<file path="src/rtl/vtpd_pkg.sv">
// ----------------------------------------------------------------------------
// vtpd_pkg
// Shared types and constants for the vertex transform and perspective divide.
// ----------------------------------------------------------------------------
package vtpd_pkg;

    localparam int FRAC_BITS = 16;
    localparam int DW        = 32;
    localparam int ACC_W     = 2 * DW + 2;
    localparam int DVD_W     = DW + FRAC_BITS;
    localparam int CNT_W     = $clog2(DVD_W + 1);

    localparam logic signed [DW-1:0]    ONE_Q  = DW'(64'sd1 <<< FRAC_BITS);
    localparam logic signed [ACC_W-1:0] HALF_Q = ACC_W'(64'sd1 <<< (FRAC_BITS - 1));
    localparam logic signed [DW-1:0]    MAX_Q  = {1'b0, {(DW-1){1'b1}}};
    localparam logic signed [DW-1:0]    MIN_Q  = {1'b1, {(DW-1){1'b0}}};

    localparam logic [2:0] ADDR_TOL = 3'd0;

    typedef enum logic [1:0] {
        CMD_SET   = 2'd0,
        CMD_READ  = 2'd1,
        CMD_POINT = 2'd2,
        CMD_DIR   = 2'd3
    } cmd_t;

    typedef struct packed {
        cmd_t                  cmd;
        logic [3:0]            idx;
        logic signed [DW-1:0]  val;
        logic signed [DW-1:0]  x;
        logic signed [DW-1:0]  y;
        logic signed [DW-1:0]  z;
    } item_t;

    typedef struct packed {
        logic                  valid;
        item_t                 item;
    } qslot_t;

endpackage

</file>
<file path="src/rtl/vtpd_front.sv">
// ----------------------------------------------------------------------------
// vtpd_front
// Input stage: registers and decodes one transaction, hands it to the queue.
// ----------------------------------------------------------------------------
module vtpd_front
    import vtpd_pkg::*;
(
    input  logic         aclk,
    input  logic         aresetn,
    input  logic         s_tvalid,
    output logic         s_tready,
    input  logic [135:0] s_tdata,
    input  logic [1:0]   s_tuser,
    output qslot_t       push,
    input  logic         full
);

    logic  fv_reg;
    item_t item_reg;
    logic  go;

    assign go       = fv_reg && !full;
    assign s_tready = !fv_reg || !full;
    assign push     = '{valid: go, item: item_reg};

    always_ff @(posedge aclk) begin
        if (!aresetn) begin
            fv_reg <= 1'b0;
        end else if (s_tvalid && s_tready) begin
            fv_reg <= 1'b1;
        end else if (go) begin
            fv_reg <= 1'b0;
        end
    end

    always_ff @(posedge aclk) begin
        if (s_tvalid && s_tready) begin
            item_reg.cmd <= cmd_t'(s_tuser);
            item_reg.idx <= s_tdata[3:0];
            item_reg.val <= s_tdata[35:4];
            item_reg.x   <= s_tdata[67:36];
            item_reg.y   <= s_tdata[99:68];
            item_reg.z   <= s_tdata[131:100];
        end
    end

endmodule

</file>
<file path="config.mk">
export PLATFORM = sky130hd
export DESIGN_NAME = vtpd_front
export DESIGN_NICKNAME = d
export VERILOG_FILES = /design/src/rtl/vtpd_pkg.sv /design/src/rtl/vtpd_front.sv
export SDC_FILE = /design/constraint.sdc
export NUM_CORES = 1
export LEC_CHECK = 0
export ABC_AREA = 1
export BUFFER_PORTS_ARGS = -buffer_cell sky130_fd_sc_hd__buf_2
export CAP_MARGIN = 25
export CORE_MARGIN = 2
export CORE_UTILIZATION = 35
export DETAILED_ROUTE_END_ITERATION = 12
export PLACE_DENSITY_LB_ADDON = 0.25
export SLEW_MARGIN = 5
export SYNTH_ARGS = -nofsm -noshare
export SYNTH_HDL_FRONTEND = slang
export SYNTH_SLANG_ARGS = --single-unit
</file>
<file path="constraint.sdc">
create_clock -name aclk -period 11 [get_ports aclk]
set_input_delay 1.65 -clock aclk [delete_from_list [all_inputs] [get_ports aclk]]
set_output_delay 1.65 -clock aclk [all_outputs]
set_load 0.05 [all_outputs]
</file>
### Yosys cells after proc, flatten, opt, wreduce, memory -nomap -nowiden

Index checks and enable logic that the tools add are counted.

* flip-flop bits (word level): 135
* input bits: 142
* logic and storage cells: 15

* mux-type cells: 2
* reductions and logical operators: 6

Operator list (number)
* $logic_and A1 B1 Y1: 2
* $logic_not A1 Y1: 2
* $mux W1: 2
* $reduce_bool A2 Y1: 1
* $logic_or A1 B1 Y1: 1

### Longest topological paths before layout

* word-level depth: 4
* mapped depth: 3
* gate-level depth less buffers: 2

### Least setup slack after synthesis

OpenSTA, ideal clock, no wires.

* path type: input port to flip-flop
* from: input s_tvalid
* to: register item_reg (netlist bit push[0]), enable pin
* setup time: 0.671 ns
* arrival: 8.160 ns
* required time: 10.329 ns
* setup slack: 2.168 ns
* stages: 2
* path buffers: 0
* cell sequence: inv_1 > a21oi_1

* cells in the longest elaborated chain, start to end: 1

RTL lines
* from (decl): line vtpd_front.sv:10 `input logic s_tvalid,`
* $logic_and A1 B1 Y1: line vtpd_front.sv:37 `if (s_tvalid && s_tready) begin`
* to (decl): line vtpd_front.sv:19 `item_t item_reg;`

Every way passes these cells.
A chain may end at the register's enable or synchronous reset.

==> results.toml <==
[outcome]
status = "finished clean"

[clock_tree]
cts_setup_buffers = 0
cts_resized = 0
clock_path_buffers = 2
cts_tree = "built"
clock-sinks = 135
path_clk_slew_ns = 0.06
clock_latency_ns = 0.40
htree_levels = 4
root_buffer = "clkbuf_16"
hold_buffers = 0
cts-buffers-inserted = 17

[sta]
setup_violations = 0
rsz0062_at_grt = "false"
fmax_mhz = 264
fin_crit_sh = 0.345
fin_setup_tns_ns = 0
fin_skew_ns = 0.00505
drv_slew = 0
worstMarginPinSlew_ns = 0.796
period_minus_slack_ns = 3.79
finalHoldViolCount = 0
max-slew-margin-rel = 0.469
hold_ws_ns = 0.526

[finish]
nNetsFinal = 578
drive_above_1_share = 0.686
fin_util = 0.542
largest_reg_flops = 134
multi_input_area_um2 = 35.0
area_growth_pct = 51.4
nFillCells = 965
seqCellArea_mm2 = 0.00404
finalNonFillerCells = 594

[pwr]
peakVddDrop_uv = 96.2
power.leakage_nw = 2.66
power_mw = 1.28
power_density_mw_per_mm2 = 206

[worst_setup_path]
worst-path-max-fanout = 3
critPathKind = "primary input to primary output"
startpoint_type = "primary input"
worst-path-buf-inv = 2
crit_top_cell = "buf_2"
crit_slowest_cell = "buf_2"
path_cells = "buf_2 > nor2_1 > buf_2"
worstPathArrival_ns = 2.14
end_kind = "primary output"
critPathRequiredTime_ns = 9.35
slowest_delay_ns = 0.26
critPathTopFamily = "buffers and inverters"

[route]
vias = 2500
postRouteWirelength_mm = 9.49
wl_per_cell_um = 16.0
first_iter_violations = 101
ant_nets = 0
vias_per_cell = 4.21
first_pass_iters = 4
drc = 0

[run]
maxCapViolations = 0

[logic_synthesis]
syn_area_mm2 = 0.00409
yosysSeqAreaShare = 0.990
ys_seq_elements = 135
synthCells = 143
synthesis.nets = 285
syn_area_per_cell_um2 = 28.6
ys_warn_count = 0
synth_cell_type_count = 8

[global_route]
overflow = 0
track_usage = 0.151
grt_pass1_vias = 2625
grt_max_degree = 66
antenna_found_initial = 2
grt_first_pass_wirelength_mm = 13.9

[placed_design]
portBuffers = 273
gp_congestion = 0.786
place_inst = 560
hpwl_mm = 7.25

[floorplanning]
start_util = 0.358
dieArea_mm2 = 0.0126
die_h_um = 112
placementRows = 39
core-area_mm2 = 0.0114
io_pins = 278
fp.dieW_um = 112

[worst_hold_path]
min_path_type = "flip-flop to flip-flop"
[cell families after synthesis]
kind of cell / after synthesis / share of synthesized area
flops: 135 / 0.990
buf+inv: 4 / 0.00459
simple gates: 2 / 0.00245
compound gates: 2 / 0.00337
[layer usage]
metal  vias up  share of wire  wire length, um  global-route usage
met5         -              0                0                   0
met4         0          0.021              204              0.0764
met3        15           0.11             1060              0.0848
met2       138           0.53             5000               0.246
met1      1178           0.34             3220               0.158
li1       1169              -                -                   -
[final cells by class]
cell class | instances | area share
Clock buffer | 18 | 0.0693
Inverter | 3 | 0.00182
Clock inverter | 14 | 0.0168
Multi-Input combinational cell | 4 | 0.00566
Antenna cell | 2 | 0.000809
Tap cell | 143 | 0.0289
Timing Repair Buffer | 275 | 0.223
Sequential cell | 135 | 0.653
[per-stage QoR]
step                      instance area [um^2]  worst slack, ns
after floorplan                           4090             2.17
after global placement                    5650             6.83
after detailed placement                  5650             6.77
after CTS                                 6180             7.21
after global routing                      6190             7.02
final                                     6190             7.21
[worst min-delay path, cell delays in order, from the launching register on]
cell	delay, ns
dfxtp_1	0.35
nand2_2	0.09
a21oi_2	0.05
[Yosys cell counts]
library cell	instances	area share
a21oi_1	1	0.0012
a21oi_2	1	0.0021
buf_4	1	0.0018
dfxtp_1	1	0.0049
edfxtp_1	134	0.98
inv_1	3	0.0028
nand2_2	1	0.0015
nor2_1	1	0.00092
[where the power goes]
| part | switching (mW) | total, mW | leakage (nW) | internal (mW) |
|---|---|---|---|---|
| logic | 0.132 | 0.169 | 1.11 | 0.0365 |
| clock network | 0.210 | 0.498 | 0.247 | 0.289 |
| registers | 0.00647 | 0.609 | 1.30 | 0.602 |
[cells in the final DEF (no fill, tap or decap)]
master / instances
clkinvlp_4: 5
dfxtp_1: 1
clkinv_2: 2
nor2_1: 1
diode_2: 2
inv_1: 3
clkinv_4: 3
buf_4: 2
a21oi_4: 1
clkbuf_1: 1
a21oi_2: 1
edfxtp_1: 134
buf_2: 273
clkbuf_16: 17
inv_6: 3
nand2_2: 1
clkinv_1: 1
[path summary, 6_finish.rpt]
path                                          start                   to  slack [ns]  depth (start not counted)
worst min register to register  fv_reg$_SDFFE_PN0P_  fv_reg$_SDFFE_PN0P_        0.53                          2
worst max-delay path                           full            push[134]        7.21                          3
worst min-delay path            fv_reg$_SDFFE_PN0P_  fv_reg$_SDFFE_PN0P_        0.53                          2
worst max register to register  fv_reg$_SDFFE_PN0P_   push[56]$_DFFE_PP_        8.25                          3
(Power assumes the default switching activity.)
