==> src/rtl/vtpd_pkg.sv <==
// ----------------------------------------------------------------------------
// vtpd_pkg
// Shared types and constants for the vertex transform and perspective divide.
// ----------------------------------------------------------------------------
package vtpd_pkg;

    localparam int FRAC_BITS = 16;
    localparam int DW        = 32;
    localparam int ACC_W     = 2 * DW + 2;
    localparam int DVD_W     = DW + FRAC_BITS;
    localparam int CNT_W     = $clog2(DVD_W + 1);

    localparam logic signed [DW-1:0]    ONE_Q  = DW'(64'sd1 <<< FRAC_BITS);
    localparam logic signed [ACC_W-1:0] HALF_Q = ACC_W'(64'sd1 <<< (FRAC_BITS - 1));
    localparam logic signed [DW-1:0]    MAX_Q  = {1'b0, {(DW-1){1'b1}}};
    localparam logic signed [DW-1:0]    MIN_Q  = {1'b1, {(DW-1){1'b0}}};

    localparam logic [2:0] ADDR_TOL = 3'd0;

    typedef enum logic [1:0] {
        CMD_SET   = 2'd0,
        CMD_READ  = 2'd1,
        CMD_POINT = 2'd2,
        CMD_DIR   = 2'd3
    } cmd_t;

    typedef struct packed {
        cmd_t                  cmd;
        logic [3:0]            idx;
        logic signed [DW-1:0]  val;
        logic signed [DW-1:0]  x;
        logic signed [DW-1:0]  y;
        logic signed [DW-1:0]  z;
    } item_t;

    typedef struct packed {
        logic                  valid;
        item_t                 item;
    } qslot_t;

endpackage

==> src/rtl/vtpd_back.sv <==
// ----------------------------------------------------------------------------
// vtpd_back
// Compute engine: matrix store, shared multiply-accumulate, serial divider.
// ----------------------------------------------------------------------------
module vtpd_back
    import vtpd_pkg::*;
(
    input  logic          aclk,
    input  logic          aresetn,
    input  logic          empty,
    output logic          pop,
    input  item_t         head,
    input  logic [15:0]   tol,
    output logic          m_tvalid,
    input  logic          m_tready,
    output logic [127:0]  m_tdata,
    output logic [1:0]    m_tuser
);

    typedef enum logic [3:0] {
        S_IDLE, S_RD, S_MUL, S_ACC, S_ROW, S_CHK, S_DSTART, S_DIV, S_DEND, S_FIN
    } state_t;

    state_t                  st_reg;
    item_t                   it_reg;
    logic [1:0]              r_reg, k_reg, ch_reg;
    logic signed [ACC_W-1:0] acc_reg;
    logic signed [2*DW-1:0]  prod_reg;
    logic signed [DW-1:0]    sum_reg [4];
    logic signed [DW-1:0]    rv_reg;
    logic                    sat_reg, div_reg;
    logic [DW:0]             rem_reg;
    logic [DW-1:0]           dvs_reg;
    logic [DVD_W-1:0]        dvd_reg, quo_reg;
    logic [CNT_W-1:0]        cnt_reg;
    logic                    ov_reg;
    logic [127:0]            od_reg;
    logic [1:0]              ou_reg;

    logic signed [DW-1:0]    mem [16];
    logic [15:0]             mv_reg;
    logic signed [DW-1:0]    mq_reg;
    logic                    mqv_reg, mqi_reg;
    logic [3:0]              maddr;
    logic signed [DW-1:0]    rdata;
    logic                    mwe;

    logic signed [DW-1:0]    vec;
    logic signed [ACC_W-1:0] rs, sh;
    logic                    ovf;
    logic signed [DW-1:0]    rowv;
    logic signed [DW:0]      wd, wad;
    logic signed [DW-1:0]    w, num;
    logic [DW:0]             rsh;
    logic                    neg;
    logic                    pt;

    assign pop      = (st_reg == S_IDLE) && !empty;
    assign mwe      = pop && (head.cmd == CMD_SET);
    assign maddr    = (it_reg.cmd == CMD_READ) ? it_reg.idx : {k_reg, r_reg};
    assign rdata    = mqv_reg ? mq_reg : (mqi_reg ? ONE_Q : '0);
    assign pt       = (it_reg.cmd == CMD_POINT);
    assign w        = sum_reg[3];
    assign num      = sum_reg[ch_reg];
    assign m_tvalid = ov_reg;
    assign m_tdata  = od_reg;
    assign m_tuser  = ou_reg;

    always_ff @(posedge aclk) begin
        if (!aresetn) mv_reg <= '0;
        else if (mwe) mv_reg[head.idx] <= 1'b1;
    end

    always_ff @(posedge aclk) begin
        if (mwe) mem[head.idx] <= head.val;
        mq_reg  <= mem[maddr];
        mqv_reg <= mv_reg[maddr];
        mqi_reg <= (maddr[1:0] == maddr[3:2]);
    end

    always_comb begin
        case (k_reg)
            2'd0:    vec = it_reg.x;
            2'd1:    vec = it_reg.y;
            2'd2:    vec = it_reg.z;
            default: vec = pt ? ONE_Q : '0;
        endcase
        rs   = acc_reg + HALF_Q;
        sh   = rs >>> FRAC_BITS;
        ovf  = !((&sh[ACC_W-1:DW-1]) || !(|sh[ACC_W-1:DW-1]));
        rowv = ovf ? (sh[ACC_W-1] ? MIN_Q : MAX_Q) : sh[DW-1:0];
        wd   = {w[DW-1], w} - {ONE_Q[DW-1], ONE_Q};
        wad  = wd[DW] ? -wd : wd;
        rsh  = {rem_reg[DW-1:0], dvd_reg[DVD_W-1]};
        neg  = num[DW-1] ^ w[DW-1];
    end

    always_ff @(posedge aclk) begin
        if (!aresetn) begin
            st_reg <= S_IDLE;
            ov_reg <= 1'b0;
        end else begin
            if (ov_reg && m_tready) ov_reg <= 1'b0;
            case (st_reg)
                S_IDLE: begin
                    if (!empty) begin
                        it_reg  <= head;
                        r_reg   <= '0;
                        k_reg   <= '0;
                        acc_reg <= '0;
                        sat_reg <= 1'b0;
                        div_reg <= 1'b0;
                        rv_reg  <= '0;
                        st_reg  <= (head.cmd == CMD_SET) ? S_FIN : S_RD;
                    end
                end
                S_RD: st_reg <= S_MUL;
                S_MUL: begin
                    if (it_reg.cmd == CMD_READ) begin
                        rv_reg <= rdata;
                        st_reg <= S_FIN;
                    end else begin
                        prod_reg <= rdata * vec;
                        st_reg   <= S_ACC;
                    end
                end
                S_ACC: begin
                    acc_reg <= acc_reg + ACC_W'(prod_reg);
                    k_reg   <= k_reg + 2'd1;
                    st_reg  <= (k_reg == 2'd3) ? S_ROW : S_RD;
                end
                S_ROW: begin
                    sum_reg[r_reg] <= rowv;
                    if (ovf && (r_reg != 2'd3 || pt)) sat_reg <= 1'b1;
                    acc_reg <= '0;
                    r_reg   <= r_reg + 2'd1;
                    st_reg  <= (r_reg == 2'd3) ? S_CHK : S_RD;
                end
                S_CHK: begin
                    ch_reg <= '0;
                    if (pt && (wad > $signed({17'd0, tol}))) begin
                        div_reg <= 1'b1;
                        st_reg  <= S_DSTART;
                    end else begin
                        st_reg  <= S_FIN;
                    end
                end
                S_DSTART: begin
                    if (w == '0) begin
                        sat_reg <= 1'b1;
                        sum_reg[ch_reg] <= num[DW-1] ? MIN_Q :
                                           ((num == '0) ? '0 : MAX_Q);
                        ch_reg <= ch_reg + 2'd1;
                        st_reg <= (ch_reg == 2'd2) ? S_FIN : S_DSTART;
                    end else begin
                        dvd_reg <= {(num[DW-1] ? DW'(-num) : DW'(num)),
                                    {FRAC_BITS{1'b0}}};
                        dvs_reg <= w[DW-1] ? DW'(-w) : DW'(w);
                        rem_reg <= '0;
                        quo_reg <= '0;
                        cnt_reg <= CNT_W'(DVD_W);
                        st_reg  <= S_DIV;
                    end
                end
                S_DIV: begin
                    if (rsh >= {1'b0, dvs_reg}) begin
                        rem_reg <= rsh - {1'b0, dvs_reg};
                        quo_reg <= {quo_reg[DVD_W-2:0], 1'b1};
                    end else begin
                        rem_reg <= rsh;
                        quo_reg <= {quo_reg[DVD_W-2:0], 1'b0};
                    end
                    dvd_reg <= dvd_reg << 1;
                    cnt_reg <= cnt_reg - CNT_W'(1);
                    if (cnt_reg == CNT_W'(1)) st_reg <= S_DEND;
                end
                S_DEND: begin
                    if (neg) begin
                        if (quo_reg > DVD_W'({1'b1, {(DW-1){1'b0}}})) begin
                            sum_reg[ch_reg] <= MIN_Q;
                            sat_reg <= 1'b1;
                        end else begin
                            sum_reg[ch_reg] <= -$signed(quo_reg[DW-1:0]);
                        end
                    end else begin
                        if (quo_reg > DVD_W'(MAX_Q)) begin
                            sum_reg[ch_reg] <= MAX_Q;
                            sat_reg <= 1'b1;
                        end else begin
                            sum_reg[ch_reg] <= quo_reg[DW-1:0];
                        end
                    end
                    ch_reg <= ch_reg + 2'd1;
                    st_reg <= (ch_reg == 2'd2) ? S_FIN : S_DSTART;
                end
                S_FIN: begin
                    if (!ov_reg || m_tready) begin
                        ov_reg <= 1'b1;
                        if (it_reg.cmd == CMD_POINT || it_reg.cmd == CMD_DIR) begin
                            od_reg <= {rv_reg, sum_reg[2], sum_reg[1], sum_reg[0]};
                        end else begin
                            od_reg <= {rv_reg, {(3*DW){1'b0}}};
                        end
                        ou_reg <= {sat_reg, div_reg};
                        st_reg <= S_IDLE;
                    end
                end
                default: st_reg <= S_IDLE;
            endcase
        end
    end

endmodule

==> config.mk <==
export PLATFORM = sky130hd
export DESIGN_NAME = vtpd_back
export DESIGN_NICKNAME = d
export VERILOG_FILES = /design/src/rtl/vtpd_pkg.sv /design/src/rtl/vtpd_back.sv
export SDC_FILE = /design/constraint.sdc
export NUM_CORES = 2
export LEC_CHECK = 0
export BUFFER_PORTS_ARGS = -buffer_cell sky130_fd_sc_hd__clkbuf_2
export CAP_MARGIN = 20
export CORE_MARGIN = 10
export CORE_UTILIZATION = 58
export CTS_BUF_LIST = sky130_fd_sc_hd__clkbuf_4 sky130_fd_sc_hd__clkbuf_8
export DETAILED_ROUTE_END_ITERATION = 10
export GPL_TIMING_DRIVEN = 0
export PLACE_DENSITY = 0.81
export RECOVER_POWER = 100
export SYNTH_ARGS = -nofsm -noshare
export SYNTH_HDL_FRONTEND = slang
export SYNTH_SLANG_ARGS = --single-unit
==> constraint.sdc <==
create_clock -name aclk -period 18.5 [get_ports aclk]
set_input_delay 2.775 -clock aclk [delete_from_list [all_inputs] [get_ports aclk]]
set_output_delay 2.775 -clock aclk [all_outputs]
set_load 0.01 [all_outputs]
* Word level (Yosys, flattened, before mapping)
Memory sizes are Yosys's and may differ from the RTL's. A register that Yosys moved wholly into a read port is not among the register bits.
Cells that the tools add are included.
** Storage, ports and cells
- Bits of input ports :: 154
- Output and inout port bits :: 132
- Word-level logic and storage cells :: 229
- Memories :: 2
- Bits in writable memories :: 640
- Bits in registers :: 495
** Cells by class
- Order comparisons :: 7
- Multiplexer cells :: 96
- Bitwise operators :: 9
- $mul :: 1
- Reduce and logical (&&, ||, !) cells :: 46
- Equality and inequality tests :: 30
- Add/sub/neg operators :: 12
** Memories
- mem :: depth 16, width 32, read ports 1, clocked after Yosys merged registers in 1, write ports 1, line vtpd_back.sv:40 : logic signed [DW-1:0] mem [16];
- sum_reg :: depth 4, width 32, read ports 5, clocked after Yosys merged registers in 4, write ports 1, line vtpd_back.sv:29 : logic signed [DW-1:0] sum_reg [4];
** Operators with widths (number)
- $mux 32 :: 14
- $pmux 66 s3 :: 1
- $pmux 48 s2 :: 2
- $pmux 32 s2 :: 2
- $mux 48 :: 2
- $neg 32->32 :: 3
- $pmux 32 s3 :: 1
- $add 66x17->66 const B :: 1
- $add 66x64->66 :: 1
- $mux 66 :: 1
- $logic_not 32->1 :: 2
- $mul 32x32->64 :: 1
- $mux 31 :: 2
- $gt 48x31->1 const B :: 1
- $gt 48x32->1 const B :: 1
- $mux 1 :: 43
- $pmux 4 s10 :: 1
- $mux 4 :: 9
- $mux 17 :: 2
- $ge 33x32->1 :: 1
- $gt 33x17->1 :: 1
- $mux 33 :: 1
- $neg 33->33 :: 1
- $sub 32x18->33 const B :: 1
- other kinds (43) :: 106

* Depth between registers and ports, before layout
- Word-level depth :: 12
- Gate-level depth with buffers :: 37
- Gate-level depth less buffers :: 33

* Worst setup path before layout
OpenSTA, ideal clock, no wires.
- Path type :: in2reg
- From :: in aresetn
- To :: reg cnt_reg[0], enable pin
- Data required time :: 17.574 ns
- Path slack :: 2.534 ns
- Path buffers :: 1
- Data arrival time :: 15.040 ns
- Stages :: 2
- Library setup time :: 0.926 ns
- Path through :: buf_2 > nor4b_1
** Between the ends
- Word-level cells in the longest chain between the ends :: 1
** RTL lines
- from (decl) :: line vtpd_back.sv:9 : input logic aresetn,
- $reduce_and 3->1 (no source line)
- to (signal assigned) :: line vtpd_back.sv:161 : cnt_reg <= CNT_W'(DVD_W);
- to (signal assigned) :: line vtpd_back.sv:174 : cnt_reg <= cnt_reg - CNT_W'(1);
- to (decl) :: line vtpd_back.sv:35 : logic [CNT_W-1:0] cnt_reg;
No other way between the ends.
A chain may end at the register's enable or synchronous reset.

* Worst setup path after layout
- From :: reg k_reg[0]
- To :: reg prod_reg[63] (data pin)
** Between the ends
- Word-level cells in the longest chain between the ends :: 3
- Elaborated cells on any way between the ends :: 5
- Classes of those cells :: mul: 1; eq/ne: 2; mux: 1; reduce/logical: 1
** RTL lines
- from (decl) :: line vtpd_back.sv:26 : logic [1:0] r_reg, k_reg, ch_reg;
- from (signal assigned) :: line vtpd_back.sv:129 : k_reg <= k_reg + 2'd1;
- $eq 2x2->1, or another cell as far along :: line vtpd_back.sv:82 : case (k_reg)
- $pmux 32 s3 * :: line vtpd_back.sv:82
- $mul 32x32->64 * :: line vtpd_back.sv:123 : prod_reg <= rdata * vec;
- to (signal assigned) :: line vtpd_back.sv:123
- to (decl) :: line vtpd_back.sv:28 : logic signed [2*DW-1:0] prod_reg;
Mark *: on every way between the ends. The rest lies on a longest branch, timed or not.

==> flow_summary.json <==
{
  "period_minus_slack_ns": 13.69,
  "setup_slack_ns": 4.813,
  "gp_congestion": 1.104,
  "clock_skew_ns": 0.05327,
  "yosysMostFrequentCell": "edfxtp_1",
  "cts.sinks": 1249,
  "port_buffers": 285,
  "period_share_pct": 73.98,
  "path_max_fanout": 10,
  "post_cts_buffers": 0,
  "synth_xor_area_share_pct": 2.734,
  "clkSlewWorstSetupHoldPaths_ns": 0.06,
  "synth_area_leader_cell": "edfxtp_1",
  "synth_cell_types": 85,
  "synth_top_family_by_area": "adder cells",
  "maxCapViolations": 30,
  "ctsResizeCount": 0,
  "irDropWorstVdd_mv": 0.4028,
  "die_y_um": 418.1,
  "internal-power_mw": 9.515,
  "dp_cells": 10520,
  "drive_gt1_share_pct": 8.113,
  "core-area_mm2": 0.1580,
  "grt_max_degree": 77,
  "ios": 286,
  "cp.required_ns": 19.29,
  "grt_first_pass_wirelength_um": 453000,
  "relSlewSlack_pct": -170.3,
  "synthFlopType": "edfxtp_1",
  "synth-edff-count": 1192,
  "largest_register_ffs": 512,
  "end_kind": "register",
  "seqPwrFrac_pct": 20.1,
  "floorplan.initialDensity_pct": 58.18,
  "outcome": "finished, violations left",
  "leakage_nw": 40.53,
  "grt_pass1_vias": 68390,
  "final_antenna_net_count": 0,
  "die_w_um": 418.1,
  "numCtsBuffers": 194,
  "yosys_warnings": 0,
  "drt_first_pass_iters": 8,
  "placed_area_mm2": 0.09736,
  "synth.net_count": 9621,
  "hold_ws_ns": 0.4053,
  "avgViaCountPerCell": 6.212,
  "fin_util_pct": 63.65,
  "arrival_ns": 14.48,
  "post-place-ws_ns": 5.872,
  "power_mw": 19.00,
  "synth_top_area_share_pct": 38.93,
  "seqCellArea_mm2": 0.03694,
  "clk_path_buf_depth": 3,
  "switchingPower_mw": 9.485,
  "synthAdderAreaFrac_pct": 27.85,
  "cp-start-kind": "register",
  "synth.mux.area_fraction_pct": 4.152,
  "max_freq_mhz": 73.06,
  "async_reset_ff_share_pct": 0,
  "setup_tns_ns": 0,
  "wl_um": 311400,
  "overflow": 0,
  "place_hpwl_um": 245100,
  "antenna_found_initial": 27,
  "finalSetupViolations": 0,
  "vias": 67800,
  "synth.top_cells.by_count": "1192 x edfxtp_1, 1139 x inv_1, 1084 x fa_1",
  "h-tree-depth": 4,
  "instances_no_fill": 10920,
  "power_switching_share_pct": 49.92,
  "comb_power_share_pct": 66.9,
  "finalHoldViolCount": 0,
  "slew_viol_final": 758,
  "cts_tree": "built",
  "cts_hold_buf": 0,
  "yosys-top-cells-area": "edfxtp_1 39%, fa_1 24%, inv_1 4.7%, ha_1 4.2%, mux4_2 4.0%",
  "postSynthAreaPerCell_um2": 11.39,
  "clock_latency_ns": 1.02,
  "drt-initial-drc-count": 8913,
  "nNetsFinal": 10210,
  "tightest_slew_ns": 4.054,
  "violations": "max-capacitance violations, max-slew violations",
  "syn_area_mm2": 0.09194,
  "synth_seq_cells": 1249,
  "yosysSeqAreaShare_pct": 40.18,
  "cp_common_cell": "fa_1",
  "critPathKind": "reg2reg",
  "multiInputGateArea_mm2": 0.04915,
  "drc_errors": 0,
  "area_growth_pct": 9.391,
  "track_usage_pct": 35.58,
  "post-route-cell-area_mm2": 0.1006,
  "power_density_mw_per_mm2": 188.9,
  "num_rows": 146,
  "root_buffer": "clkbuf_8",
  "fp.dieArea_mm2": 0.1748,
  "p_clk_share_pct": 13.1,
  "synth-simple-area-share_pct": 11.96,
  "n_fill_cell": 12310,
  "rsz0062_at_grt": "false",
  "cpPeakStageDelay_ns": 1.20,
  "netlist_instances": 8071,
  "synth_compound_area_share_pct": 6.824,
  "wl_per_cell_um": 28.53,
  "hp-class": "reg2reg",
  "critPathSlowestCell": "fa_1"
}
[power by group through the flow]
stage	Combinational (mW)	Clock [mW]	Sequential, mW
floorplan	8.62	0	3.78
global placement	12.1	0	3.87
detailed placement	12.4	0	3.86
CTS	12.5	2.50	3.80
global route	13.9	2.62	3.81
finish	12.7	2.49	3.81
[cell usage in the layout (no fill, tap or decap), types with 125 or more instances in the layout]
master and n:
clkbuf_1 602, clkbuf_8 206, fa_1 1084, nor2_1 798, inv_1 1139, a21oi_1 262
mux4_2 163, nand2_1 977, o21ai_0 170, and2_0 125, xnor2_1 185, ha_1 312
edfxtp_1 1192
[worst paths after layout]
check                           startpoint                     end  slack (ns)  depth (start not counted)
setup / recovery    k_reg[0]$_SDFFCE_PP0P_  prod_reg[63]$_DFFE_PP_        4.81                         30
setup reg to reg    k_reg[0]$_SDFFCE_PP0P_  prod_reg[63]$_DFFE_PP_        4.81                         30
hold / removal    rv_reg[30]$_SDFFCE_PN0P_  m_tdata[126]$_DFFE_PP_        0.41                          0
hold reg to reg   rv_reg[30]$_SDFFCE_PN0P_  m_tdata[126]$_DFFE_PP_        0.41                          0
[critical path, delay by kind of cell (launching register included)]
family / cells / cell delay, ns
xor gates and xnor gates: 1 / 0.33
adders and majority gates: 10 / 5.58
AOI/OAI and AO/OA: 5 / 1.39
and+or+nand+nor: 4 / 1.70
DFF: 1 / 0.41
buffers and inverters: 10 / 4.05
[area by class of cell]
| cell class | instances | area share [%] |
|---|---|---|
| timing repair buffer | 394 | 1.940 |
| sequential | 1249 | 36.73 |
| inverter | 1139 | 4.251 |
| antenna | 18 | 0.04479 |
| buffer | 392 | 1.508 |
| tap | 2072 | 2.578 |
| multi-input combinational | 5291 | 48.88 |
| clock buffer | 270 | 3.297 |
| clock inverter | 90 | 0.7801 |
[per-layer routing]
| metal | track usage, % | share of wire, % | vias to the layer above |
|---|---|---|---|
| met5 | 0 | 0.033 | - |
| met2 | 52.69 | 44 | 4552 |
| met4 | 21.30 | 7.4 | 14 |
| li1 | - | - | 28110 |
| met3 | 10.94 | 13 | 1053 |
| met1 | 46.25 | 36 | 34080 |
[kinds of logic (layout without fill, tap and decap cells)]
family | after synthesis | after routing
simple gates | 2478 | 2478
buf+inv | 1531 | 2285
mux | 177 | 177
other cells | 0 | 18
xor+xnor | 287 | 287
compound gates | 953 | 953
flops | 1249 | 1249
fa+ha+maj | 1396 | 1396
Note: power is estimated with default switching activity, not from simulation.
