## src/rtl/vtpd_pkg.sv

```systemverilog
// ----------------------------------------------------------------------------
// vtpd_pkg
// Shared types and constants for the vertex transform and perspective divide.
// ----------------------------------------------------------------------------
package vtpd_pkg;

    localparam int FRAC_BITS = 16;
    localparam int DW        = 32;
    localparam int ACC_W     = 2 * DW + 2;
    localparam int DVD_W     = DW + FRAC_BITS;
    localparam int CNT_W     = $clog2(DVD_W + 1);

    localparam logic signed [DW-1:0]    ONE_Q  = DW'(64'sd1 <<< FRAC_BITS);
    localparam logic signed [ACC_W-1:0] HALF_Q = ACC_W'(64'sd1 <<< (FRAC_BITS - 1));
    localparam logic signed [DW-1:0]    MAX_Q  = {1'b0, {(DW-1){1'b1}}};
    localparam logic signed [DW-1:0]    MIN_Q  = {1'b1, {(DW-1){1'b0}}};

    localparam logic [2:0] ADDR_TOL = 3'd0;

    typedef enum logic [1:0] {
        CMD_SET   = 2'd0,
        CMD_READ  = 2'd1,
        CMD_POINT = 2'd2,
        CMD_DIR   = 2'd3
    } cmd_t;

    typedef struct packed {
        cmd_t                  cmd;
        logic [3:0]            idx;
        logic signed [DW-1:0]  val;
        logic signed [DW-1:0]  x;
        logic signed [DW-1:0]  y;
        logic signed [DW-1:0]  z;
    } item_t;

    typedef struct packed {
        logic                  valid;
        item_t                 item;
    } qslot_t;

endpackage

```

## src/rtl/vtpd_queue.sv

```systemverilog
// ----------------------------------------------------------------------------
// vtpd_queue
// Two-entry queue between the input stage and the compute engine.
// ----------------------------------------------------------------------------
module vtpd_queue
    import vtpd_pkg::*;
(
    input  logic   aclk,
    input  logic   aresetn,
    input  qslot_t push,
    output logic   full,
    output logic   empty,
    input  logic   pop,
    output item_t  head
);

    item_t      q_reg [2];
    logic       wp_reg;
    logic       rp_reg;
    logic [1:0] cnt_reg;

    assign full  = (cnt_reg == 2'd2);
    assign empty = (cnt_reg == 2'd0);
    assign head  = q_reg[rp_reg];

    always_ff @(posedge aclk) begin
        if (!aresetn) begin
            wp_reg  <= 1'b0;
            rp_reg  <= 1'b0;
            cnt_reg <= 2'd0;
        end else begin
            if (push.valid) wp_reg <= ~wp_reg;
            if (pop)        rp_reg <= ~rp_reg;
            if (push.valid && !pop)      cnt_reg <= cnt_reg + 2'd1;
            else if (!push.valid && pop) cnt_reg <= cnt_reg - 2'd1;
        end
    end

    always_ff @(posedge aclk) begin
        if (push.valid) q_reg[wp_reg] <= push.item;
    end

endmodule

```

## config.mk

```make
export PLATFORM = sky130hd
export DESIGN_NAME = vtpd_queue
export DESIGN_NICKNAME = d
export VERILOG_FILES = /design/src/rtl/vtpd_pkg.sv /design/src/rtl/vtpd_queue.sv
export SDC_FILE = /design/constraint.sdc
export NUM_CORES = 1
export LEC_CHECK = 0
export BUFFER_PORTS_ARGS = -buffer_cell sky130_fd_sc_hd__buf_2
export CELL_PAD_IN_SITES_DETAIL_PLACEMENT = 0
export CELL_PAD_IN_SITES_GLOBAL_PLACEMENT = 1
export CORE_MARGIN = 4
export CORE_UTILIZATION = 48
export CTS_CLUSTER_SIZE = 8
export DETAILED_ROUTE_END_ITERATION = 12
export PLACE_DENSITY_LB_ADDON = 0.1
export SYNTH_ARGS = -nofsm -noshare
export SYNTH_HDL_FRONTEND = slang
export SYNTH_SLANG_ARGS = --single-unit
```

## constraint.sdc

```tcl
create_clock -name aclk -period 21.6 [get_ports aclk]
set_input_delay 3.24 -clock aclk [delete_from_list [all_inputs] [get_ports aclk]]
set_output_delay 3.24 -clock aclk [all_outputs]
set_load 0.03 [all_outputs]
```

Yosys cells after proc, flatten, opt, wreduce, memory -nomap -nowiden
Memories as Yosys holds them, arrays and structs flattened. A register that Yosys moved wholly into a read port is not among the register bits.
Cells that the tools add are included.
- bits in registers: 4
- latch bits: 0
- memory bits (writable): 268
- ROM bits: 0
- input bits: 138
- logic and storage cells: 21
- memories kept: 1
- $add $sub $neg: 2
- $mul: 0
- div/mod/pow operators: 0
- $lt $le $gt $ge: 0
- equality and inequality tests: 1
- shifts and indexed selects: 0
- muxes and demuxes: 6
- bitwise gates (word level): 2
- reductions and logical operators: 6
- memories (memory ; words ; bits a word ; rd ports ; clocked after Yosys merged registers in ; wr ports ; RTL line ; source):
    q_reg ; 2 ; 134 ; 1 ; 1 ; 1 ; vtpd_queue.sv:17 ; item_t q_reg [2];
- operator list (operator ; number):
    1-bit 2-to-1 mux ; 4
    2-bit 2-to-1 mux ; 2
    2-bit by 1-bit adder with 2-bit output (second input constant) ; 1
    2-bit == test (second input constant) ; 1
    1-bit logical AND ; 2
    1-bit logical NOT ; 2
    2-bit logical NOT ; 1
    1-bit inverter ; 2
    2-bit nonzero test ; 1
    2-bit by 1-bit subtractor with 2-bit output (second input constant) ; 1

Depth between registers and ports, before layout
Gate-level depths: netlist (run 1).
- depth in word-level cells: 4
- mapped depth: 5
- mapped depth without buffers: 5

Least setup slack after synthesis (run 1)
OpenSTA, ideal clock, no wires.
- path type: input-to-reg
- start: in push[134] in the netlist's numbering
- end: mem q_reg[0][0] in the netlist's numbering (enable)
- arrival: 9075 ps
- required time: 20955 ps
- setup slack: 11880 ps
- stages: 1
- buffers on the path: 0
- cells stage by stage: nor2b_1
- longest elaborated chain between the ends: 2
- ends and longest elaborated chain (what ; RTL line ; source):
    start: declaration ; vtpd_queue.sv:10 ; input qslot_t push,
    1-bit 2-to-1 mux ; vtpd_queue.sv:40 ; if (push.valid) q_reg[wp_reg] <= push.item;
    1-bit 2-to-1 mux (not written as such) ; vtpd_queue.sv:40 ;
    end: declaration ; vtpd_queue.sv:17 ;
No other way between the ends.

==> qor.log, run 1 <==
INFO  hold_path      worstHoldPathCells=2
INFO  worst_setup_path critPathKind=reg2out
INFO  clock_network  cts.repair_timing.setup_buffer_count=0
INFO  worst_setup_path reg2reg_to=q_reg[1][0]$_DFFE_PP_
INFO  clock_network  post_cts_hold_buffer_count=0
INFO  synth          yosys.area_share.xor_xnor=0.260%
INFO  final_layout   area_growth_syn_to_layout=26.9%
INFO  place          dp_hpwl=12900um
INFO  routing        totalWireLength=19800um
INFO  routing        ant_nets=0
INFO  global_routing global_route_congestion_overflow_total=0
INFO  hold_path      hp-class=reg2reg
INFO  sta            drv_slew=0
INFO  clock_network  worst_skew_late_latency=510ps
INFO  synth          synth.yosys.seq_area_share=80.5%
INFO  routing        firstDrtPassIters=4
INFO  sta            finalSetupTns=0ps
INFO  clock_network  clock_tree.htree_level_count=2
INFO  run_status     run_status=finished clean
INFO  worst_setup_path setup.reg_to_reg.worst_slack=19100ps
INFO  worst_setup_path max_stage_delay=790ps
INFO  die            core_region_area=20500um2
INFO  global_routing first_global_vias=5514
INFO  die            initial_utilization=49.4%
INFO  final_layout   final_layout_size_suffix_gt1_share=60.9%
INFO  global_routing grt.busiest_layer=met2
INFO  global_routing antenna_found_initial=6
INFO  routing        drt-wirelength-per-cell=19.2um
INFO  worst_setup_path crit_path_start_kind=register
INFO  synth          synth-adder-area-share=0.124%
INFO  sta            period_minus_slack=5830ps
INFO  synth          synthDominantAreaCellType=edfxtp_1
INFO  final_layout   largest_register_ff_count=268
INFO  synth          yosys.cell_types.count=18
INFO  synth          synth_enable_flop_cells=268
INFO  global_routing gr-usage-met2=27.0%
INFO  sta            maxClockFrequency=172MHz
INFO  worst_setup_path worst-path-buf-inv=2
INFO  hold_path      worst_hold_startpoint=cnt_reg[1]$_SDFFE_PN0P_
INFO  worst_setup_path crit_fanout=56
INFO  worst_setup_path timing.reg2reg.worst_path_depth=2
INFO  synth          syn_area_per_cell=23.1um2
INFO  synth          yosys_register_bits=273
INFO  clock_network  cts.root.buffer_cell=clkbuf_16
INFO  clock_network  cts.reportedPaths.clkPinSlew=50ps
INFO  routing        vias=5099
INFO  sta            finalCritPeriodShare=27.0%
INFO  clock_network  cts_max_path_buffers=3
INFO  worst_setup_path crit-reg2reg-launch=wp_reg$_SDFFE_PN0P_
INFO  die            num_rows=52
INFO  synth          synth_mux_area_share=17.1%
INFO  worst_setup_path crit_slowest_cell=buf_4
INFO  final_layout   fin_nets=883
INFO  synth          yosys-top-cells-count=edfxtp_1 (268), mux2_2 (74), mux2_4 (60), buf_6 (8), buf_2 (7)
INFO  die            floorplan.die.height=153um
INFO  worst_setup_path path_depth=3
INFO  synth          syn-cell-area=10100um2
INFO  pwr            vdd_ir_drop_max=0.0647mV
INFO  place          dp_slack=16120ps
INFO  synth          post_synth_and_or_nand_nor_area_fraction=0.544%
INFO  sta            worst_relative_slew_slack=30.7%
INFO  synth          synthesis.yosys.warnings=0
INFO  clock_network  cts_tree=done
INFO  sta            finClkSkew=11.5ps
INFO  worst_setup_path worstPathCellList=buf_4 -> mux2_2 -> buf_2
INFO  synth          synth_top_flop_cell=edfxtp_1
INFO  worst_setup_path timing.critical_path.max_delay_family=buffers and inverters
INFO  sta            final-hold-violation-count=0
INFO  final_layout   fillers=1533
INFO  final_layout   post-route-util=62.7%
INFO  global_routing global_route_wire_length_before_repair=29900um
INFO  place          dp_cells=972
INFO  synth          syn_inst=439
INFO  routing        drc=0
INFO  clock_network  number_of_buffers_created_by_cts=40
INFO  hold_path      min_to=cnt_reg[1]$_SDFFE_PN0P_
INFO  final_layout   layout.cells.non_filler=1027
INFO  global_routing globalRouteMet3Util=5.65%
INFO  global_routing grt_use_total=16.3%
INFO  place          port_buffers=273
INFO  die            die_width=153um
INFO  global_routing global_route.usage.met1=20.1%
INFO  die            dieArea=23500um2
INFO  worst_setup_path required=18360ps
INFO  routing        drtIter0Drc=337
INFO  clock_network  cts_repair_resize_count=0
INFO  synth          yosysTopAreaCellShare=79.5%
INFO  synth          ys_async_sr_fraction=0%
INFO  synth          mappedNetlistNets=578
INFO  pwr            power-per-cell-area=103nW/um2
INFO  synth          ys_top_cells_by_area=edfxtp_1 (79%), mux2_4 (8.9%), mux2_2 (8.2%), dfxtp_1 (0.99%), buf_6 (0.89%)
INFO  sta            whs=528ps
INFO  routing        detail_route.vias_per_cell=4.96
INFO  sta            grt_setup_unrepaired=no
INFO  clock_network  numClockSinks=273
INFO  synth          synth-compound-area-share=0.198%
INFO  job            cap_violations=0
INFO  die            top_level_i_o_count=274
INFO  worst_setup_path endpoint_kind=output port
INFO  sta            timing_worst_slew_pin_value=1040ps
INFO  worst_setup_path worst_ep_arrival_time=2590ps
INFO  synth          synth_most_common_cell=edfxtp_1
INFO  synth          synth_top_family_by_area=multiplexers
INFO  sta            final_critical_path_setup_slack=15770ps
INFO  global_routing grt_start_max_net_pins=77
INFO  place          gp_congestion=0.757
INFO  pwr            static-leakage-power=4.97nW
INFO  sta            finalSetupViolations=0
-- logic make-up after synthesis --
family | Yosys count
muxes | 134
AOI/OAI and AO/OA | 3
buffers and inverters | 16
DFF | 273
adders and majority gates | 1
xor gates and xnor gates | 3
and+or+nand+nor | 9
-- per-stage QoR --
| stage | instance area (um2) | power (mW) |
|---|---|---|
| after floorplan | 10100 | 0.752 |
| after global placement | 11800 | 0.796 |
| after detailed placement | 11800 | 0.799 |
| after CTS | 12800 | 1.34 |
| after global routing | 12800 | 1.38 |
| final | 12800 | 1.32 |
-- placed cells by master, fill, tap and decap left out, drive strengths merged --
cell    instances
buf           278
edfxtp        268
mux2          134
clkbuf         49
dfxtp           5
and2            4
diode           3
inv             3
xor2            2
nor2b           2
nor2            1
and2b           1
xnor2           1
o21a            1
o21ai           1
or3             1
a21boi          1
ha              1
clkinv          1
-- power breakdown --
| part | switching (mW) | internal (mW) |
|---|---|---|
| clock network | 0.199 | 0.338 |
| logic | 0.102 | 0.0620 |
| registers | 0.00878 | 0.615 |
-- cell type report --
class | count | area (um2) | area share, %
Antenna cell | 3 | 7.51 | 0.0584
Inverter | 1 | 3.75 | 0.0292
Sequential cell | 273 | 8150 | 63.5
Multi-Input combinational cell | 150 | 1860 | 14.5
Clock buffer | 49 | 1060 | 8.22
Clock inverter | 3 | 26.3 | 0.205
Tap cell | 270 | 338 | 2.63
Timing Repair Buffer | 278 | 1400 | 10.9
-- how the worst max path moves through the flow --
stage                          from                      to  slack (ps)
after global routing       register                head[32]       15650
final                      register               head[126]       15770
after global placement    push[134]  q_reg[1][30]$_DFFE_PP_       16140
after floorplan           push[134]   q_reg[0][0]$_DFFE_PP_       11880
after CTS                  register                head[39]       15720
after detailed placement  push[134]  q_reg[1][17]$_DFFE_PP_       16120
-- layer usage --
metal	part of all wire, %	wire (um)
met4	2.4	481
met3	8.5	1680
met5	0.30	60
met1	39	7700
met2	50	9830
-- worst min-delay path, cell delays in order (launching register included) --
cell      delay (ps)
dfxtp_1          330
o21ai_0           70
a21boi_0          80
(Power assumes the default switching activity.)
==> inputs of run 2 (changes only) <==
Settings changed: CORE_UTILIZATION 48 to 40.
Clock period 21.6 ns to 4.7 ns, I/O delays scaled along.
==> qor.log, run 2 (same netlist as run 1, synthesis figures left out) <==
INFO  clock_network  cts.reportedPaths.clkPinSlew=50ps [about the same]
INFO  worst_setup_path crit_path_start_kind=register
INFO  sta            finClkSkew=22.4ps [+10.9 ps]
INFO  pwr            static-leakage-power=4.99nW [+0.32%]
INFO  clock_network  clock_tree.htree_level_count=2 [unchanged]
INFO  clock_network  cts.root.buffer_cell=clkbuf_16
INFO  global_routing grt_start_max_net_pins=78 [+1.3%]
INFO  worst_setup_path setup.reg_to_reg.worst_slack=2690ps [-16410 ps]
INFO  routing        met3WireLength=2090um [+24%]
INFO  global_routing grt_use_total=14.1% [-2.2 points]
INFO  die            top_level_i_o_count=274 [unchanged]
INFO  sta            final-hold-violation-count=0 [unchanged]
INFO  sta            timing_worst_slew_pin_value=951ps [-87.5 ps]
INFO  sta            finalSetupViolations=0 [unchanged]
INFO  final_layout   post-route-util=52.7% [-10 points]
INFO  pwr            total_power=6.08mW [+360%]
INFO  worst_setup_path reg2reg_to=q_reg[0][77]$_DFFE_PP_
INFO  final_layout   design_area=13000um2 [+0.94%]
INFO  hold_path      min_to=q_reg[0][132]$_DFFE_PP_
INFO  routing        drc=0 [unchanged]
INFO  pwr            vdd_ir_drop_max=0.284mV [+340%]
INFO  global_routing global_route_congestion_overflow_total=0 [unchanged]
INFO  clock_network  cts_tree=done
INFO  routing        totalWireLength=20400um [+3.4%]
INFO  place          dp_hpwl=13800um [+7.1%]
INFO  clock_network  cts_repair_resize_count=0 [unchanged]
INFO  hold_path      worstHoldPathCells=1 [-1]
INFO  final_layout   layout.cells.most_common=buf_2
INFO  clock_network  post_cts_hold_buffer_count=0 [unchanged]
INFO  hold_path      hp-class=in2reg
INFO  final_layout   most-common-layout-cells=buf_2 (273), edfxtp_1 (268), mux2_2 (74)
INFO  sta            finalCritPeriodShare=67.2%
INFO  sta            maxClockFrequency=317MHz
INFO  clock_network  numClockSinks=273 [unchanged]
INFO  place          placed_area=11900um2 [+0.96%]
INFO  clock_network  worst_skew_late_latency=510ps [about the same]
INFO  die            initial_utilization=41.1% [-8.3 points]
INFO  sta            finalSetupTns=0ps [unchanged]
INFO  place          port_buffers=273 [unchanged]
INFO  final_layout   largest_register_ff_count=268 [unchanged]
INFO  hold_path      worst_hold_startpoint=push[132]
INFO  place          gp_congestion=0.725 [-4.3%]
INFO  routing        dr.max_layer_used=met5
INFO  global_routing antenna_found_initial=10 [+4]
INFO  final_layout   final_layout_size_suffix_gt1_share=60.9% [about the same]
INFO  worst_setup_path crit-reg2reg-launch=wp_reg$_SDFFE_PN0P_
INFO  sta            grt_setup_unrepaired=no
INFO  routing        vias=5101 [+0.039%]
INFO  final_layout   fin_nets=884 [+0.11%]
INFO  worst_setup_path worst_ep_arrival_time=2450ps [-140 ps]
INFO  final_layout   area_growth_syn_to_layout=28.1%
INFO  pwr            power-per-cell-area=469nW/um2 [+360%]
INFO  die            core_region_area=24600um2 [+20%]
INFO  die            dieArea=27900um2 [+19%]
INFO  job            cap_violations=0 [unchanged]
INFO  routing        route.layer.met1.wl=8160um [+6.0%]
INFO  global_routing first_global_vias=5636 [+2.2%]
INFO  die            num_rows=57 [+9.6%]
INFO  worst_setup_path crit_fanout=44 [-21%]
INFO  final_layout   fillers=2069 [+35%]
INFO  worst_setup_path timing.reg2reg.worst_path_depth=2 [unchanged]
INFO  sta            drv_slew=0 [unchanged]
INFO  routing        ant_nets=0 [unchanged]
INFO  die            floorplan.die.height=167um [+9.0%]
INFO  sta            period_minus_slack=3160ps
INFO  routing        firstDrtPassIters=4 [unchanged]
INFO  global_routing global_route_wire_length_before_repair=30700um [+2.6%]
INFO  routing        drtIter0Drc=267 [-21%]
INFO  die            die_width=167um [+9.0%]
INFO  clock_network  number_of_buffers_created_by_cts=40 [unchanged]
INFO  routing        drt-wirelength-per-cell=18.8um [-2.2%]
INFO  routing        wl_met2=9520um [-3.2%]
INFO  clock_network  cts.repair_timing.setup_buffer_count=0 [unchanged]
INFO  clock_network  cts_max_path_buffers=3 [unchanged]
INFO  worst_setup_path critPathKind=reg2out
INFO  sta            worst_relative_slew_slack=36.4% [+5.7 points]
INFO  worst_setup_path required=3990ps [-14370 ps]
INFO  run_status     run_status=finished clean
INFO  routing        detail_route.vias_per_cell=4.70 [-5.3%]
INFO  worst_setup_path endpoint_kind=output port
==> run 2: power breakdown <==
| part | switching (mW) | leakage [nW] | internal [mW] |
|---|---|---|---|
| Combinational | 0.458 | 1.91 | 0.290 |
| Clock | 0.908 | 0.528 | 1.55 |
| Sequential | 0.0520 | 2.56 | 2.82 |
==> run 2: layout make-up <==
| class | count | area [um2] | share of cell area (%) |
|---|---|---|---|
| clock buffers | 49 | 1060 | 8.15 |
| well taps | 324 | 405 | 3.13 |
| repair buffers | 279 | 1450 | 11.2 |
| diodes | 6 | 15.0 | 0.116 |
| multi-input cells | 150 | 1860 | 14.3 |
| flip-flops and latches | 273 | 8150 | 62.9 |
| inverters | 1 | 3.75 | 0.0290 |
| clock inverters | 3 | 26.3 | 0.203 |
==> run 2: routing by layer <==
layer	track usage [%]	up-vias
met5	0	-
met4	5.02	12
met3	6.06	59
met2	22.6	214
met1	17.1	2457
li1	-	2359
==> run 2: worst max-delay path, cell delays in order, from the launching register on <==
cell and delay [ps]:
dfxtp_4 860, buf_4 460, mux2_2 380, buf_2 180
==> run 2: metrics by stage <==
step | hold slack, ps | instances | worst slack (ps)
after floorplan | 474 | 439 | 45.3
after global placement | 491 | 1027 | 2080
after detailed placement | 536 | 1027 | 2040
final | 382 | 1085 | 1540
after CTS | 355 | 1079 | 1490
after global routing | 364 | 1083 | 1420
==> run 2: worst max path at each step <==
stage / to / slack (ps) / cells past startpoint
floorplan: q_reg[0][0]$_DFFE_PP_ / 50 / 1
global placement: head[13] / 2080 / 3
detailed placement: head[2] / 2040 / 3
CTS: head[2] / 1490 / 3
global route: head[10] / 1420 / 3
finish: head[15] / 1540 / 3
==> inputs of run 3 (changes only) <==
Clock period 4.7 ns to 2.9 ns, I/O delays scaled along.
==> qor.log, run 3 (same netlist as run 1, synthesis figures left out) <==
INFO  routing        drt-wirelength-per-cell=18.1um [-3.8%]
INFO  job            cap_violations=0 [unchanged]
INFO  die            die_width=167um [unchanged]
INFO  sta            grt_setup_unrepaired=no
INFO  pwr            power-per-cell-area=762nW/um2 [+62%]
INFO  die            core_region_area=24600um2 [unchanged]
INFO  global_routing global_route_congestion_overflow_total=0 [unchanged]
INFO  place          port_buffers=273 [unchanged]
INFO  pwr            static-leakage-power=5.01nW [+0.42%]
INFO  sta            finClkSkew=9.02ps [-13.4 ps]
INFO  final_layout   layout.cells.non_filler=1097 [+1.1%]
INFO  sta            drv_slew=0 [unchanged]
INFO  pwr            p_sw=2.29mW [+62%]
INFO  routing        detail_route.vias_per_cell=4.64 [-1.4%]
INFO  clock_network  cts_max_path_buffers=3 [unchanged]
INFO  sta            finalSetupViolations=0 [unchanged]
INFO  pwr            power.sequential.fraction=46.7% [-0.6 points]
INFO  pwr            total_power=9.93mW [+63%]
INFO  routing        vias=5087 [-0.27%]
INFO  final_layout   most-common-layout-cells=buf_2 (273), edfxtp_1 (268), mux2_2 (74)
INFO  final_layout   layout.cells.most_common=buf_2
INFO  sta            final_critical_path_setup_slack=372ps [-1170 ps]
INFO  sta            finalSetupTns=0ps [unchanged]
INFO  clock_network  worst_skew_late_latency=480ps [-30 ps]
INFO  final_layout   fillers=2054 [-0.72%]
INFO  sta            whs=134ps [-249 ps]
INFO  clock_network  post_cts_hold_buffer_count=0 [unchanged]
INFO  final_layout   largest_register_ff_count=268 [unchanged]
INFO  final_layout   final_layout_size_suffix_gt1_share=59.7% [-1.2 points]
INFO  place          dp_cells=1028 [+0.097%]
INFO  global_routing grt_use_total=13.6% [-0.52 points]
INFO  sta            period_minus_slack=2530ps
INFO  routing        firstDrtPassIters=4 [unchanged]
INFO  clock_network  cts_repair_resize_count=0 [unchanged]
INFO  worst_setup_path required=2470ps [-1520 ps]
INFO  place          placed_area=11900um2 [+0.27%]
INFO  routing        wl_met2=9670um [+1.5%]
INFO  worst_setup_path critPathKind=reg2out
INFO  worst_setup_path crit_fanout=52 [+18%]
INFO  sta            finalCritPeriodShare=87.2%
INFO  pwr            power.share.combinational=12.5% [+0.2 points]
INFO  sta            timing_worst_slew_pin_value=779ps [-172 ps]
INFO  hold_path      hp-class=in2reg
INFO  final_layout   design_area=13000um2 [+0.51%]
INFO  clock_network  numClockSinks=273 [unchanged]
INFO  clock_network  cts_tree=done
INFO  place          gp_congestion=0.729 [+0.55%]
INFO  routing        route.layer.met1.wl=7430um [-8.9%]
INFO  run_status     run_status=finished clean
INFO  place          dp_hpwl=13300um [-4.0%]
INFO  routing        met3WireLength=2120um [+1.7%]
INFO  sta            final-hold-violation-count=0 [unchanged]
INFO  global_routing first_global_vias=5542 [-1.7%]
INFO  routing        drc=0 [unchanged]
INFO  pwr            int_pwr=7.63mW [+64%]
INFO  pwr            vdd_ir_drop_max=0.425mV [+50%]
INFO  clock_network  number_of_buffers_created_by_cts=40 [unchanged]
INFO  worst_setup_path setup.reg_to_reg.worst_slack=1370ps [-1320 ps]
INFO  routing        totalWireLength=19900um [-2.7%]
INFO  clock_network  cts.reportedPaths.clkPinSlew=50ps [about the same]
INFO  routing        drtIter0Drc=250 [-6.4%]
INFO  clock_network  clock_tree.htree_level_count=2 [unchanged]
INFO  worst_setup_path worst_ep_arrival_time=2090ps [-360 ps]
INFO  final_layout   area_growth_syn_to_layout=28.7%
INFO  clock_network  cts.root.buffer_cell=clkbuf_16
INFO  final_layout   fin_nets=885 [+0.11%]
INFO  clock_network  cts.repair_timing.setup_buffer_count=0 [unchanged]
INFO  die            top_level_i_o_count=274 [unchanged]
INFO  global_routing antenna_found_initial=9 [-1]
INFO  routing        dr.max_layer_used=met5
INFO  place          dp_slack=852ps [-1190 ps]
INFO  pwr            clock_power_share=40.8% [+0.4 points]
INFO  final_layout   multiInputGateArea=1860um2 [unchanged]
INFO  routing        ant_nets=0 [unchanged]
INFO  die            initial_utilization=41.1% [unchanged]
INFO  global_routing grt_start_max_net_pins=83 [+6.4%]
INFO  final_layout   ff_latch_area=8150um2 [unchanged]
INFO  die            floorplan.die.height=167um [unchanged]
INFO  die            dieArea=27900um2 [unchanged]
INFO  global_routing global_route_wire_length_before_repair=29800um [-3.1%]
INFO  worst_setup_path crit_path_start_kind=register
INFO  pwr            power.switching_fraction=23.1% [-0.22 points]
INFO  sta            worst_relative_slew_slack=48.1% [+12 points]
INFO  sta            maxClockFrequency=396MHz
INFO  worst_setup_path endpoint_kind=output port
INFO  final_layout   post-route-util=53.0% [+0.27 points]
INFO  die            num_rows=57 [unchanged]
## run 3: cell count changes in the layout (fill, tap and decap cells not counted), sizes merged
cell,delta
inv,-2
clkbuf,+15
buf,+1
diode,-2
## run 3: power groups by stage
stage / Clock (mW) / Sequential (mW) / Combinational, mW
global placement: 0 / 4.70 / 1.25
finish: 4.05 / 4.64 / 1.24
detailed placement: 0 / 4.71 / 1.26
floorplan: 0 / 4.69 / 0.887
global route: 4.39 / 4.65 / 1.31
CTS: 4.19 / 4.64 / 1.26
## run 3: cell type report
cell class	instances	area share (%)
Antenna cell	4	0.0768
Clock buffer	64	8.54
Clock inverter	1	0.0672
Inverter	1	0.0288
Multi-Input combinational cell	150	14.3
Sequential cell	273	62.6
Tap cell	324	3.11
Timing Repair Buffer	280	11.4
## run 3: final timing paths
| kind | startpoint | cells past startpoint | end |
|---|---|---|---|
| max | register | 3 | head[25] |
| min | push[16] | 1 | q_reg[0][16]$_DFFE_PP_ |
| max reg2reg | wp_reg$_SDFFE_PN0P_ | 2 | q_reg[1][35]$_DFFE_PP_ |
| min reg2reg | cnt_reg[1]$_SDFFE_PN0P_ | 2 | cnt_reg[1]$_SDFFE_PN0P_ |
## run 3: worst max-delay path, cell delays in order (launching register included)
cell     delay, ps
dfxtp_4        650
buf_12         330
mux2_2         390
buf_2          180
## run 3: layer usage
metal,track usage (%),vias to the layer above
li1,-,2372
met1,15.2,2435
met2,22.9,214
met3,6.08,56
met4,5.05,10
met5,0,-
